### src/bap_pkg.sv
// Shared types, widths and constants of the block-average pixelation unit.
package bap_pkg;

  // Field and register widths.
  localparam int unsigned CHAN_W    = 8;
  localparam int unsigned POS_W     = 12;
  localparam int unsigned DIM_W     = 13;
  localparam int unsigned SUM_W     = 14;
  localparam int unsigned CFG_IDX_W = 1;

  // Default geometry limits and the fixed height limit.
  localparam int unsigned BLOCK_SIZE_DEF = 8;
  localparam int unsigned MAX_WIDTH_DEF  = 4096;
  localparam int unsigned MAX_HEIGHT     = 4096;

  // Register indexes of the configuration port.
  localparam logic [CFG_IDX_W-1:0] REG_WIDTH  = 1'b0;
  localparam logic [CFG_IDX_W-1:0] REG_HEIGHT = 1'b1;

  // Register values after reset.
  localparam logic [DIM_W-1:0] WIDTH_RST  = 13'd640;
  localparam logic [DIM_W-1:0] HEIGHT_RST = 13'd480;

  typedef logic [CHAN_W-1:0] chan_t;
  typedef logic [POS_W-1:0]  pos_t;
  typedef logic [SUM_W-1:0]  sum_t;

  // Control that the sequencer sends to all three channel lanes at once.
  typedef struct packed {
    logic rd_en;      // read the tile-column sum, capture the pixel
    logic acc;        // add the pixel and write the sum back
    logic first;      // pixel opens a tile: the sum restarts
    logic div_start;  // load the divider with the new sum
    logic div_step;   // one quotient bit
  } lane_ctl_t;

  // Command that starts the emission of one tile.
  typedef struct packed {
    logic start;
    pos_t x0;
    pos_t y0;
    pos_t xe;
    pos_t ye;
  } emit_cmd_t;

endpackage

### src/bap_ifs.sv


interface bap_res_if import bap_pkg::*; ();
  logic  valid;
  logic  ready;
  pos_t  out_x;
  pos_t  out_y;
  chan_t out_red;
  chan_t out_green;
  chan_t out_blue;
  logic  block_done;

  modport source (output valid, output out_x, output out_y, output out_red, output out_green,
                  output out_blue, output block_done, input ready);
  modport sink (input valid, input out_x, input out_y, input out_red, input out_green,
                input out_blue, input block_done, output ready);
endinterface

### src/bap_emit.sv
// Merging stage: walks the finished tile and drives the result output register.
module bap_emit import bap_pkg::*; (
  input  logic       clk,
  input  logic       rst_n,
  input  emit_cmd_t  cmd,
  input  chan_t      mean_red,
  input  chan_t      mean_green,
  input  chan_t      mean_blue,
  output logic       busy,
  bap_res_if.source  out_res
);

  logic  active_r;
  logic  valid_r;
  pos_t  px_r;
  pos_t  py_r;
  pos_t  xs_r;
  pos_t  xe_r;
  pos_t  ye_r;
  pos_t  out_x_r;
  pos_t  out_y_r;
  chan_t out_red_r;
  chan_t out_green_r;
  chan_t out_blue_r;
  logic  done_r;
  logic  load;
  logic  at_end;

  // A new item enters the output register when it is empty or being taken.
  assign load   = active_r && (!valid_r || out_res.ready);
  assign at_end = (px_r == xe_r) && (py_r == ye_r);
  assign busy   = active_r;

  always_ff @(posedge clk) begin
    if (!rst_n) begin
      active_r <= 1'b0;
      valid_r  <= 1'b0;
    end else begin
      if (cmd.start) begin
        active_r <= 1'b1;
      end else if (load && at_end) begin
        active_r <= 1'b0;
      end
      if (load) begin
        valid_r <= 1'b1;
      end else if (out_res.ready) begin
        valid_r <= 1'b0;
      end
    end
  end

  // Row-major walk over the tile.
  always_ff @(posedge clk) begin
    if (cmd.start) begin
      px_r <= cmd.x0;
      py_r <= cmd.y0;
      xs_r <= cmd.x0;
      xe_r <= cmd.xe;
      ye_r <= cmd.ye;
    end else if (load) begin
      if (px_r == xe_r) begin
        px_r <= xs_r;
        py_r <= py_r + POS_W'(1);
      end else begin
        px_r <= px_r + POS_W'(1);
      end
    end
  end

  // Output payload register.
  always_ff @(posedge clk) begin
    if (load) begin
      out_x_r     <= px_r;
      out_y_r     <= py_r;
      out_red_r   <= mean_red;
      out_green_r <= mean_green;
      out_blue_r  <= mean_blue;
      done_r      <= at_end;
    end
  end

  assign out_res.valid      = valid_r;
  assign out_res.out_x      = out_x_r;
  assign out_res.out_y      = out_y_r;
  assign out_res.out_red    = out_red_r;
  assign out_res.out_green  = out_green_r;
  assign out_res.out_blue   = out_blue_r;
  assign out_res.block_done = done_r;

endmodule

### src/flat_wrapper.sv
// flat-port wrapper written by rule: the top's interface ports become plain ports
module bap_emit_flat import bap_pkg::*;
  (clk, rst_n, cmd, mean_red, mean_green, mean_blue, busy, out_res_valid, out_res_out_x, out_res_out_y, out_res_out_red, out_res_out_green, out_res_out_blue, out_res_block_done, out_res_ready);
  bap_res_if out_res_i ();
  input  logic clk;
  input  logic rst_n;
  input  emit_cmd_t cmd;
  input  chan_t mean_red;
  input  chan_t mean_green;
  input  chan_t mean_blue;
  output logic busy;
  output wire logic [$bits(out_res_i.valid)-1:0] out_res_valid;
  output wire logic [$bits(out_res_i.out_x)-1:0] out_res_out_x;
  output wire logic [$bits(out_res_i.out_y)-1:0] out_res_out_y;
  output wire logic [$bits(out_res_i.out_red)-1:0] out_res_out_red;
  output wire logic [$bits(out_res_i.out_green)-1:0] out_res_out_green;
  output wire logic [$bits(out_res_i.out_blue)-1:0] out_res_out_blue;
  output wire logic [$bits(out_res_i.block_done)-1:0] out_res_block_done;
  input wire logic [$bits(out_res_i.ready)-1:0] out_res_ready;
  assign out_res_valid = out_res_i.valid;
  assign out_res_out_x = out_res_i.out_x;
  assign out_res_out_y = out_res_i.out_y;
  assign out_res_out_red = out_res_i.out_red;
  assign out_res_out_green = out_res_i.out_green;
  assign out_res_out_blue = out_res_i.out_blue;
  assign out_res_block_done = out_res_i.block_done;
  assign out_res_i.ready = out_res_ready;
  bap_emit u_core (.clk(clk), .rst_n(rst_n), .cmd(cmd), .mean_red(mean_red), .mean_green(mean_green), .mean_blue(mean_blue), .busy(busy), .out_res(out_res_i));
endmodule
### config.mk
export PLATFORM = sky130hd
export DESIGN_NAME = bap_emit_flat
export DESIGN_NICKNAME = d
export VERILOG_FILES = /design/src/bap_pkg.sv /design/src/bap_ifs.sv /design/src/bap_emit.sv /design/src/flat_wrapper.sv
export SDC_FILE = /design/constraint.sdc
export NUM_CORES = 1
export LEC_CHECK = 0
export BUFFER_PORTS_ARGS = -buffer_cell sky130_fd_sc_hd__buf_2
export CAP_MARGIN = 20
export CORE_MARGIN = 8
export CORE_UTILIZATION = 25
export DETAILED_ROUTE_END_ITERATION = 10
export PLACE_DENSITY = 0.5
export REMOVE_ABC_BUFFERS = 1
export SLEW_MARGIN = 20
export SYNTH_ARGS = -nofsm -noshare
export SYNTH_HDL_FRONTEND = slang
export SYNTH_SLANG_ARGS = --single-unit
### constraint.sdc
create_clock -name clk -period 5 [get_ports clk]
set_input_delay 0.25 -clock clk [delete_from_list [all_inputs] [get_ports clk]]
set_output_delay 0.25 -clock clk [all_outputs]
set_load 0.01 [all_outputs]
# Yosys cells after proc, flatten, opt, wreduce, memory -nomap -nowiden
# Cells that the tools add are included.
[classes]
n_addsub = 2
eq_ne = 2
muxes = 10
n_reduce_logical = 10
[ops]
columns = ["op", "n"]
rows = [
  ["two-way mux 12 bit", 6],
  ["adder 12 x 1 -> 12 bit (second input constant)", 2],
  ["equality test 12 bit", 2],
  ["nonzero test 2 bit", 4],
  ["two-way mux 1 bit", 4],
  ["logical AND 1 bit", 3],
  ["AND reduction 2 bit", 1],
  ["logical NOT 1 bit", 1],
  ["logical OR 1 bit", 1],
]
[totals]
regBits = 111
input_bits = 76
output_inout_bits = 51

# Longest topological paths before layout
# Gate-level depths: netlist of run 1.
[depth]
ltp_word = 6
ltp_mapped = 7

# Least setup slack after synthesis of run 1
# OpenSTA, ideal clock, no wires.
[synth_path]
path_kind = "register -> register"
start = "reg u_core.px_r[4]"
end = "reg u_core.py_r[0] (enable)"
t_arrival_ps = 1963
required_ps = 4617
setup_slack_ps = 2653
path_stages_with_launch = 6
cell_sequence = "edfxtp_1 -> xor2_1 -> nor4_2 -> nand3_2 -> buf_6 -> o21bai_1"
[synth_between]
elab_chain_len = 3
[synth_lines]
columns = ["item", "line_no", "source"]
rows = [
  ["start, declared", "bap_emit.sv:15", "pos_t px_r;"],
  ["start signal, assigned", "bap_emit.sv:55", "px_r <= cmd.x0;"],
  ["start signal, assigned", "bap_emit.sv:62", "px_r <= xs_r;"],
  ["start signal, assigned", "bap_emit.sv:65", "px_r <= px_r + POS_W'(1);"],
  ["equality test 12 bit", "bap_emit.sv:61", "if (px_r == xe_r) begin"],
  ["nonzero test 2 bit (no source line)", "--", ""],
  ["AND reduction 2 bit (no source line)", "--", ""],
  ["end signal, assigned", "bap_emit.sv:56", "py_r <= cmd.y0;"],
  ["end signal, assigned", "bap_emit.sv:63", "py_r <= py_r + POS_W'(1);"],
  ["end, declared", "bap_emit.sv:16", "pos_t py_r;"],
]
# No other way between the ends.
# A chain may end at the register's enable or synchronous reset.

# Worst setup path after layout of run 1
[layout_path]
start = "reg u_core.px_r[0]"
end = "reg u_core.py_r[3] (enable)"
# Same word-level chain as after synthesis.

==> results of run 1 <==
-- placed cells by master, fill, tap and decap left out, drive strengths merged --
cell type and n:
nand2b 2, ha 2, o21ai 23, mux2 1
nand3 10, xor2 24, edfxtp 109, xnor2 20
buf 127, nand4 7, and3 1, nand2 27
o21bai 1, a21oi 1, a311oi 1, dfxtp 2
clkbuf 11, inv 2, nor3 4, o21a 1
nor2 9, clkinv 4, mux2i 11, nor2b 1
nor4 5
-- worst min path at each step --
stage	from	endpoint	slack [ps]	cells past startpoint
after floorplan	mean_blue[0]	u_core.out_res.out_blue[0]$_DFFE_PP_	350	0
after global placement	mean_blue[4]	u_core.out_res.out_blue[4]$_DFFE_PP_	430	1
after detailed placement	mean_blue[3]	u_core.out_res.out_blue[3]$_DFFE_PP_	430	1
after CTS	mean_blue[6]	u_core.out_res.out_blue[6]$_DFFE_PP_	50	1
after global routing	mean_blue[6]	u_core.out_res.out_blue[6]$_DFFE_PP_	60	1
final	mean_blue[4]	u_core.out_res.out_blue[4]$_DFFE_PP_	80	1
-- area by class of cell --
class / instances / share of cell area [%]
multi-input combinational: 151 / 18.7
timing repair buffer: 127 / 11.5
clock buffer: 11 / 4.21
clock inverter: 3 / 0.226
sequential: 111 / 60.0
inverter: 3 / 0.226
tap: 225 / 5.10
-- metal layers --
layer | vias to the layer above | global-route usage, % | wire length [µm]
li1 | 1268 | - | -
met1 | 1226 | 10.9 | 4340
met2 | 78 | 15.5 | 4930
met3 | 14 | 2.77 | 702
met4 | 2 | 5.66 | 249
met5 | - | 0 | 8
-- metrics by stage --
step                      hold WS, ps  instances  setup WS, ps  total power, mW
after floorplan                   349        265          2570             1.27
after global placement            427        617          2030             1.37
after global routing             56.6        631          2130             2.07
after detailed placement          428        617          1990             1.38
after CTS                        53.3        631          1990             2.01
final                            75.2        631          2440             1.97
-- logic make-up after synthesis --
family / Yosys count / synth area share (%)
AOI/OAI and AO/OA: 27 / 3.41
xor gates and xnor gates: 44 / 8.75
adders and majority gates: 2 / 0.568
buffers and inverters: 13 / 1.31
DFF: 111 / 75.3
muxes: 12 / 2.76
and+or+nand+nor: 66 / 7.93
-- power groups by stage --
stage | clock network, mW | registers, mW | logic [mW]
2_1_floorplan | 0 | 1.18 | 0.0865
3_3_place_gp | 0 | 1.18 | 0.191
3_5_place_dp | 0 | 1.18 | 0.193
4_1_cts | 0.655 | 1.16 | 0.194
5_1_grt | 0.684 | 1.17 | 0.212
6_report | 0.625 | 1.16 | 0.187
-- flip-flops by register name, indices dropped and copies added, names as in the netlist, 8 cells and up --
name                      cells
u_core.out_res.out_blue       8
u_core.out_res.out_green      8
u_core.out_res.out_red        8
u_core.out_res.out_x         12
u_core.out_res.out_y         12
u_core.px_r                  12
u_core.py_r                  12
u_core.xe_r                  12
u_core.xs_r                  12
u_core.ye_r                  12
-- worst reg2reg max path: stages, from the launching register on --
cell	delay (ps)
sky130_fd_sc_hd__edfxtp_1	480
sky130_fd_sc_hd__xor2_1	190
sky130_fd_sc_hd__nor4_2	320
sky130_fd_sc_hd__nand3_2	510
sky130_fd_sc_hd__o21bai_2	700
==> key figures, run 1 <==
Worst setup path
  – Highest cell delay on the worst timing path: roughly 700 ps
  – Capturing point of the worst reg2reg path: u_core.py_r[3]$_DFFE_PP_
  – Total stage count of the critical path: 4
  – Data required time of the worst path: about 5000 ps
  – Register-to-register setup slack: between 2000 and 2500 ps
  – Startpoint of the worst setup timing path: u_core.px_r[0]$_DFFE_PP_
  – Library cell contributing the largest single delay on the critical path: sky130_fd_sc_hd__o21bai_2
  – Largest fanout on the critical path: 15
  – Crit path kind: flop to flop
  – R2R cell count: 4
  – Type of element launching the critical path: flop
  – Delay-heaviest family, CP: simple AND/OR/NAND/NOR gates
  – Cell breakdown of the critical path: xor2_1, nor4_2, nand3_2, o21bai_2
  – Capture point of the worst path: u_core.py_r[3]$_DFFE_PP_
  – Buffers plus inverters on the worst setup path: 0
  – R2r startpoint: u_core.px_r[0]$_DFFE_PP_
  – Worst Path Arrival: approximately 2500 ps
  – Worst setup EP type: flop

Placed design
  – Final estimated routing congestion in global placement: about 0.76
  – Count of input and output buffers: 126
  – Placement-stage cell area: ~0.0053 mm²
  – HPWL after detailed placement: approximately 7600 µm

Outcome
  – Run status: completed

Final layout
  – Utilization after layout: between 30% and 40%
  – Net total in the final layout: slightly below 500
  – Diode insertion count for antenna repair: 0
  – Footprint of the flip-flops and latches: 0.00331 mm²
  – Ratio of cells with drive above 1 in the final layout: a little over a third
  – Multi-input gate area: roughly 0.0010 mm²
  – Total non-filler cell area in the finished layout: ~0.0055 mm²
  – Fill cells: approximately 1700
  – Area growth from synthesis to final layout: 25.5%

Synth
  – Synth top area cells: sky130_fd_sc_hd__edfxtp_1 (74%), sky130_fd_sc_hd__xor2_1 (4.8%), sky130_fd_sc_hd__xnor2_1 (4.0%)
  – Area share of the largest cell type after synthesis: 74.4%
  – Number of enable flip-flop cells after synthesis: 109
  – Sequential element share of the synthesized area: approximately three quarters
  – Commonest cells in the synthesized netlist: sky130_fd_sc_hd__edfxtp_1 (109), sky130_fd_sc_hd__nand2_1 (27), sky130_fd_sc_hd__xor2_1 (24)
  – Cell taking the most area after synthesis: sky130_fd_sc_hd__edfxtp_1
  – Most frequent cell after synthesis: sky130_fd_sc_hd__edfxtp_1
  – Count of synthesis-stage warnings from yosys: 0
  – Proportion of synthesized flip-flops having asynchronous set or reset: 0%
  – FF+latch count, synth: 111
  – Ys flop type: sky130_fd_sc_hd__edfxtp_1
  – Post-synth design cell area: roughly 0.0044 mm²
  – Mean cell area of the mapped netlist: 16.0 µm²
  – Cells after synthesis: between 200 and 300
  – Number of unique standard cell types used by synthesis: 30

Clocking
  – Clock buffers created by TritonCTS: 9
  – TritonCTS clock tree: yes
  – Clock Root Buffer: sky130_fd_sc_hd__clkbuf_16
  – Resize count post-CTS: 0
  – Count of buffers added by post-CTS timing repair for setup: 0
  – Hold bufs inserted after CTS: 0
  – Clock sink total: 111
  – Max clock buf depth: 2
  – Number of H-tree levels: 3
  – Latest clock arrival within the worst-skew pair: 340 ps
  – Clk slew on worst S/H paths: about 70 ps

Power
  – Switching component of the power: between 400 and 500 µW
  – Portion of total power attributed to the clock network: approximately a third
  – Internal power contribution: 1.52 mW
  – Power density over cell area: about 360 mW/mm²
  – Worst vdd rail ir drop: around 0.15 mV
  – Combinational share of power: about a tenth
  – Proportion of total power due to net switching: a little under a quarter
  – Leak pwr: ~2.1 nW
  – Register share of total power: around 59%

Floorplanning
  – Io pins: 127
  – Die Span X: approximately 150 µm
  – Floorplan die height: approximately 150 µm
  – Std cell rows: 48
  – Initial Util: 25.5%
  – Core Region: between 0.015 and 0.02 mm²
  – Area of the die: roughly 0.022 mm²

Global route
  – Global-route wire length before repair: roughly 16000 µm
  – Pin count of the biggest net entering global routing: 50
  – Overflow left after global routing: 0
  – Global Route Usage Sum: a little under a tenth
  – Vias in the first global route: between 2000 and 3000
  – Initial antenna violation count: 1

Timing
  – Slew of the pin with the lowest slew margin: just over 900 ps
  – Aggregate negative setup slack: 0 ps
  – Setup repair after global routing missed its margin: false
  – Final period util: slightly above 50%
  – Slew Limit Headroom: about 40%
  – Total setup violations reported at the end of the flow: 0
  – Max-slew violations: 0
  – Final period demand of the worst path: between 2000 and 3000 ps
  – Timing-limited maximum frequency: between 300 and 400 MHz
  – Final clock skew: 5.61 ps
  – Hold violation count in the final report: 0

Route
  – Avg WL per Cell: 16.2 µm
  – Final antenna-violating net count: 0
  – Vias after detailed routing: about 2600
  – Overall routed net length: approximately 10000 µm
  – Detailed-router iteration count before antenna repair: 4
  – Via count normalized by instance count: roughly 4.1
  – DRC violation count after routing: 0
  – Detailed Route Iter0 Violations: about 120

Flow run
  – Number of violations of the max-capacitance limit: 0

Hold path
  – Class of the tightest hold or removal check: primary input to flop
Power figures use the tool's default switching activity.
==> run 2, diff against run 1 <==
Settings changed: PLACE_DENSITY 0.5 to 0.52.
Clock period 5 ns to 2.15 ns, I/O delays scaled along.
==> run 2 against run 1 <==
Hold slack lost 20 ps. Final area grew 14%. Clock power grew to 2.8 times the previous value. Utilization grew 4.6 points. Power grew to 2.5 times the previous value. Global-route usage grew 0.48 points. Via count grew 11%. Sequential power grew 130%. Fmax grew 32%. Sequential share of layout area shrank 7.5 points. Critical path depth grew 2. Cell count grew 12%. Critical path type unchanged.
==> key figures, run 2 (synthesized netlist as in run 1, its figures left out) <==
Power
  – Power density over cell area: 792 mW/mm² (+120%)
  – Leak pwr: 2.49 nW (+16%)
  – Worst vdd rail ir drop: 0.375 mV (+160%)

Final layout
  – Ratio of cells with drive above 1 in the final layout: 33.9% (-2.3 points)
  – Commonest non-fill, non-tap cell in the layout: sky130_fd_sc_hd__buf_2
  – Most frequent cells in the layout: sky130_fd_sc_hd__buf_2 (126), sky130_fd_sc_hd__edfxtp_1 (109), sky130_fd_sc_hd__dlygate4sd3_1 (61)
  – Utilization after layout: 36.7% (+4.6 points)
  – Area growth from synthesis to final layout: 43.6%
  – Net total in the final layout: 556 (+16%)

Worst setup path
  – Worst Path Arrival: 2030 ps (-510 ps)
  – Register-to-register setup slack: 210 ps (-2220 ps)
  – R2r startpoint: u_core.px_r[1]$_DFFE_PP_
  – Worst setup EP type: flop
  – Largest fanout on the critical path: 7 (-8)
  – Crit path kind: flop to flop
  – Capturing point of the worst reg2reg path: u_core.px_r[10]$_DFFE_PP_
  – Data required time of the worst path: 2240 ps (-2740 ps)
  – R2R cell count: 6 (+2)
  – Type of element launching the critical path: flop
  – Startpoint of the worst setup timing path: u_core.px_r[1]$_DFFE_PP_

Clocking
  – Max clock buf depth: 2 (unchanged)
  – TritonCTS clock tree: yes
  – Clock sink total: 111 (unchanged)
  – Clk slew on worst S/H paths: 70 ps (about the same)
  – Clock buffers created by TritonCTS: 9 (unchanged)
  – Number of H-tree levels: 3 (unchanged)
  – Latest clock arrival within the worst-skew pair: 350 ps (about the same)
  – Clock Root Buffer: sky130_fd_sc_hd__clkbuf_16
  – Resize count post-CTS: 0 (unchanged)

Outcome
  – Run status: completed

Timing
  – Final clock skew: 8.15 ps (+2.54 ps)
  – Hold violation count in the final report: 0 (unchanged)
  – Final period util: 90.1% (+39 points)
  – Total setup violations reported at the end of the flow: 0 (unchanged)
  – Setup repair after global routing missed its margin: false
  – Final period demand of the worst path: 1940 ps (-626 ps)
  – Slew Limit Headroom: 55.8% (+16 points)
  – Post-route setup slack: 213 ps (-2220 ps)
  – Slew of the pin with the lowest slew margin: 663 ps (-244 ps)
  – Timing-limited maximum frequency: 516 MHz (+32%)
  – Max-slew violations: 0 (unchanged)

Hold path
  – Instance count along the most critical hold path: 3 (+2)
  – Class of the tightest hold or removal check: primary input to flop
  – Launch instance of the worst min-delay path: cmd[28]
  – Hold worst-path end: u_core.py_r[4]$_DFFE_PP_

Route
  – Highest metal used: met4
  – Detailed-router iteration count before antenna repair: 4 (unchanged)
  – Met3 Wirelength: 594 µm (-15%)
  – Length of routed wiring on met1: 4470 µm (+3.0%)
  – Vias after detailed routing: 2882 (+11%)
  – Avg WL per Cell: 15.2 µm (-6.2%)
  – Overall routed net length: 10800 µm (+5.1%)
  – Met2 wire length: 5370 µm (+8.8%)
  – Final antenna-violating net count: 0 (unchanged)
  – DRC violation count after routing: 0 (unchanged)
  – Via count normalized by instance count: 4.08 (-0.61%)
  – Detailed Route Iter0 Violations: 139 (+19%)

Global route
  – Global Route Usage Sum: 10.0% (+0.48 points)
  – Overflow left after global routing: 0 (unchanged)
  – Global-route wire length before repair: 16800 µm (+6.7%)
  – Vias in the first global route: 3164 (+15%)
  – Initial antenna violation count: 1 (unchanged)
  – Pin count of the biggest net entering global routing: 36 (-28%)

Flow run
  – Number of violations of the max-capacitance limit: 0 (unchanged)

Floorplanning
  – Area of the die: 0.0221 mm² (unchanged)
  – Std cell rows: 48 (unchanged)
  – Initial Util: 25.5% (unchanged)
  – Io pins: 127 (unchanged)
  – Floorplan die height: 149 µm (unchanged)
  – Core Region: 0.0172 mm² (unchanged)
  – Die Span X: 149 µm (unchanged)

Placed design
  – Count of input and output buffers: 126 (unchanged)
  – Minimum setup slack after placement: 185 ps (-1800 ps)
  – HPWL after detailed placement: 7980 µm (+4.7%)
  – Final estimated routing congestion in global placement: 0.770 (+1.9%)
[run 2: layout make-up]
| type | instances | area, µm² |
|---|---|---|
| Clock buffer | 10 | 229 |
| Timing Repair Buffer | 202 | 1380 |
| Inverter | 3 | 11.3 |
| Sequential cell | 111 | 3310 |
| Multi-Input combinational cell | 151 | 1030 |
| Tap cell | 225 | 282 |
| Clock inverter | 4 | 72.6 |
| Antenna cell | 1 | 2.50 |
| Fill cell | 1665 | 10900 |
[run 2: worst max-delay path, stage by stage (launching register included)]
cell	delay [ps]
sky130_fd_sc_hd__edfxtp_1	450
sky130_fd_sc_hd__xor2_1	180
sky130_fd_sc_hd__nor4_2	350
sky130_fd_sc_hd__nand3_2	220
sky130_fd_sc_hd__buf_4	240
sky130_fd_sc_hd__mux2i_1	160
sky130_fd_sc_hd__o21ai_1	80
[run 2: timing repair]
item,CTS,global route
hold buffers,61,0
endpoints found under the hold margin,62,0
setup buffers,0,0
[run 2: stage by stage]
stage	setup TNS [ps]	std cells	hold WS [ps]	area, µm²	power [mW]
final	0	707	55.4	6320	5.01
after global routing	0	707	60.9	6320	5.23
after CTS	0	706	39.6	6320	5.09
after detailed placement	0	631	286	5410	3.24
after global placement	0	631	284	5410	3.23
after floorplan	-3320	265	206	4360	2.95
[run 2: worst max-delay path by stage]
stage / end / depth (start not counted)
after global placement: u_core.px_r[6]$_DFFE_PP_ / 6
after floorplan: u_core.py_r[0]$_DFFE_PP_ / 4
after CTS: u_core.px_r[11]$_DFFE_PP_ / 6
after detailed placement: u_core.px_r[11]$_DFFE_PP_ / 6
after global routing: u_core.px_r[2]$_DFFE_PP_ / 6
final: u_core.px_r[10]$_DFFE_PP_ / 6
[run 2: power by group]
part | switching, mW | total, mW | internal [mW]
sequential | 0.0967 | 2.68 | 2.58
clock | 0.735 | 1.74 | 1.01
combinational | 0.287 | 0.588 | 0.300
[run 2: metal layers]
layer | track usage [%] | vias to the layer above
met5 | 0 | -
met4 | 6.17 | 0
met3 | 2.58 | 19
met2 | 16.7 | 77
met1 | 11.2 | 1365
li1 | - | 1421
==> run 3, diff against run 2 <==
Settings changed: BUFFER_PORTS_ARGS -buffer_cell sky130_fd_sc_hd__buf_2 to -buffer_cell sky130_fd_sc_hd__buf_4, CORE_UTILIZATION 25 to 40, PLACE_DENSITY 0.52 to 0.73.
==> run 3 against run 2 <==
Cell count is 12% lower. Hold slack worse by 22 ps. Power is 12% lower. Via count is 1.0% lower. Sequential cell count stayed put. Clock power is 39% lower.
==> key figures, run 3 (synthesized netlist as in run 1, its figures left out) <==
Global route
  – Global Route Usage Sum: 14.0% (+4.0 points)
  – Vias in the first global route: 3073 (-2.9%)
  – Global-route wire length before repair: 16100 µm (-4.4%)
  – Initial antenna violation count: 0 (-1)
  – Pin count of the biggest net entering global routing: 33 (-8.3%)
  – Overflow left after global routing: 0 (unchanged)

Power
  – Worst vdd rail ir drop: 0.291 mV (-22%)
  – Overall Power: 4.39 mW (-12%)
  – Power density over cell area: 691 mW/mm² (-13%)
  – Leak pwr: 2.53 nW (+1.4%)

Hold path
  – Launch instance of the worst min-delay path: cmd[35]
  – Class of the tightest hold or removal check: primary input to flop
  – Hold worst-path end: u_core.py_r[11]$_DFFE_PP_
  – Instance count along the most critical hold path: 3 (unchanged)

Route
  – Final antenna-violating net count: 0 (unchanged)
  – Vias after detailed routing: 2852 (-1.0%)
  – DRC violation count after routing: 0 (unchanged)
  – Avg WL per Cell: 16.3 µm (+7.1%)
  – Via count normalized by instance count: 4.58 (+12%)
  – Overall routed net length: 10200 µm (-5.6%)
  – Detailed Route Iter0 Violations: 119 (-14%)
  – Detailed-router iteration count before antenna repair: 4 (unchanged)

Outcome
  – Run status: completed

Placed design
  – Count of input and output buffers: 126 (unchanged)
  – Total instance count after detailed placement: 546 (-13%)
  – Placement-stage cell area: 0.00559 mm² (+3.4%)
  – HPWL after detailed placement: 7140 µm (-11%)
  – Final estimated routing congestion in global placement: 0.824 (+7.0%)

Timing
  – Slew of the pin with the lowest slew margin: 635 ps (-27.4 ps)
  – Timing-limited maximum frequency: 513 MHz (-0.60%)
  – Final period util: 90.6% (+0.54 points)
  – Max-slew violations: 0 (unchanged)
  – Final period demand of the worst path: 1950 ps (+11.6 ps)
  – Final clock skew: 10.3 ps (+2.20 ps)
  – Setup repair after global routing missed its margin: false
  – Hold violation count in the final report: 0 (unchanged)
  – Total setup violations reported at the end of the flow: 0 (unchanged)
  – Slew Limit Headroom: 57.6% (+1.8 points)

Final layout
  – Footprint of the flip-flops and latches: 0.00331 mm² (unchanged)
  – Diode insertion count for antenna repair: 0 (-1)
  – Net total in the final layout: 556 (unchanged)
  – Commonest non-fill, non-tap cell in the layout: sky130_fd_sc_hd__buf_4
  – Multi-input gate area: 0.00103 mm² (unchanged)
  – Filler-free cell count of the finished design: 623 (-12%)
  – Most frequent cells in the layout: sky130_fd_sc_hd__buf_4 (141), sky130_fd_sc_hd__edfxtp_1 (109), sky130_fd_sc_hd__dlygate4sd3_1 (61)
  – Ratio of cells with drive above 1 in the final layout: 33.5% (-0.35 points)
  – Total non-filler cell area in the finished layout: 0.00636 mm² (+0.57%)
  – Fill cells: 867 (-48%)
  – Area growth from synthesis to final layout: 44.4%

Worst setup path
  – Capturing point of the worst reg2reg path: u_core.px_r[1]$_DFFE_PP_
  – Register-to-register setup slack: 200 ps (about the same)
  – Highest cell delay on the worst timing path: 410 ps (-40 ps)
  – R2R cell count: 6 (unchanged)
  – Library cell contributing the largest single delay on the critical path: sky130_fd_sc_hd__edfxtp_1
  – Data required time of the worst path: 2260 ps (+20 ps)
  – Cell breakdown of the critical path: xor2_1, nor4_2, nand3_2, buf_4, mux2i_1, o21ai_0
  – Type of element launching the critical path: flop
  – Largest fanout on the critical path: 11 (+4)
  – Worst setup EP type: flop
  – Worst Path Arrival: 2060 ps (+30 ps)
  – R2r startpoint: u_core.px_r[8]$_DFFE_PP_
  – Crit path kind: flop to flop

Floorplanning
  – Io pins: 127 (unchanged)
  – Std cell rows: 38 (-21%)
  – Floorplan die height: 121 µm (-19%)
  – Area of the die: 0.0146 mm² (-34%)
  – Die Span X: 121 µm (-19%)
  – Initial Util: 40.8% (+15 points)
  – Core Region: 0.0108 mm² (-37%)

Clocking
  – Clock sink total: 111 (unchanged)
  – Clk slew on worst S/H paths: 100 ps (+30 ps)
  – Max clock buf depth: 2 (unchanged)
  – Number of H-tree levels: 3 (unchanged)
  – Clock buffers created by TritonCTS: 9 (unchanged)
  – TritonCTS clock tree: yes
  – Clock Root Buffer: sky130_fd_sc_hd__clkbuf_8
  – Latest clock arrival within the worst-skew pair: 360 ps (about the same)
  – Resize count post-CTS: 0 (unchanged)

Flow run
  – Number of violations of the max-capacitance limit: 0 (unchanged)
run 3: worst max-delay path by stage:
| stage | startpoint | endpoint | slack [ps] | cells after the start |
|---|---|---|---|---|
| floorplan | u_core.px_r[4]$_DFFE_PP_ | u_core.py_r[0]$_DFFE_PP_ | -280 | 4 |
| global placement | u_core.px_r[4]$_DFFE_PP_ | u_core.px_r[1]$_DFFE_PP_ | 260 | 6 |
| detailed placement | u_core.px_r[8]$_DFFE_PP_ | u_core.px_r[1]$_DFFE_PP_ | 200 | 6 |
| CTS | u_core.px_r[8]$_DFFE_PP_ | u_core.px_r[1]$_DFFE_PP_ | 210 | 6 |
| global route | u_core.px_r[8]$_DFFE_PP_ | u_core.px_r[7]$_DFFE_PP_ | 50 | 6 |
| finish | u_core.px_r[8]$_DFFE_PP_ | u_core.px_r[1]$_DFFE_PP_ | 200 | 6 |
run 3: final cells by class:
cell class              instances  share of cell area [%]
flip-flops and latches        111                    52.1
multi-input cells             151                    16.2
repair buffers                202                    26.3
inverters                       3                   0.177
clock buffers                  11                    2.07
well taps                     140                    2.76
clock inverters                 5                   0.394
run 3: stage by stage:
step	hold WS, ps	setup WS (ps)	setup TNS, ps	utilization [%]
after global placement	285	263	0	51.8
after global routing	27.3	53.4	0	58.9
after CTS	13.8	205	0	58.9
after floorplan	206	-277	-3320	-
final	33.5	201	0	58.9
after detailed placement	287	201	0	51.8
run 3: critical path, delay by kind of cell (launching register included):
family,cells,cell delay [ps]
flops,1,410
mux,1,150
buf+inv,1,280
compound gates,1,80
simple gates,2,610
xor+xnor,1,170
run 3: what timing repair did:
action / 4_1_cts / 5_1_grt
setup buffers: 0 / 0
hold buffers: 61 / 0
endpoints found under the hold margin: 62 / 0
run 3: per-layer routing:
layer / track usage, % / part of all wire [%] / vias up / wire (µm)
met2: 23.5 / 50 / 75 / 5070
met5: 0 / 0 / - / 0
li1: - / - / 1417 / -
met4: 5.62 / 1.3 / 0 / 131
met3: 2.65 / 5.5 / 8 / 557
met1: 17.4 / 43 / 1352 / 4400
run 3: where the power goes:
part,switching (mW),internal (mW),leakage (nW)
Sequential,0.0960,2.58,1.08
Clock,0.651,0.412,0.0782
Combinational,0.290,0.365,1.37
Total,1.04,3.36,2.53
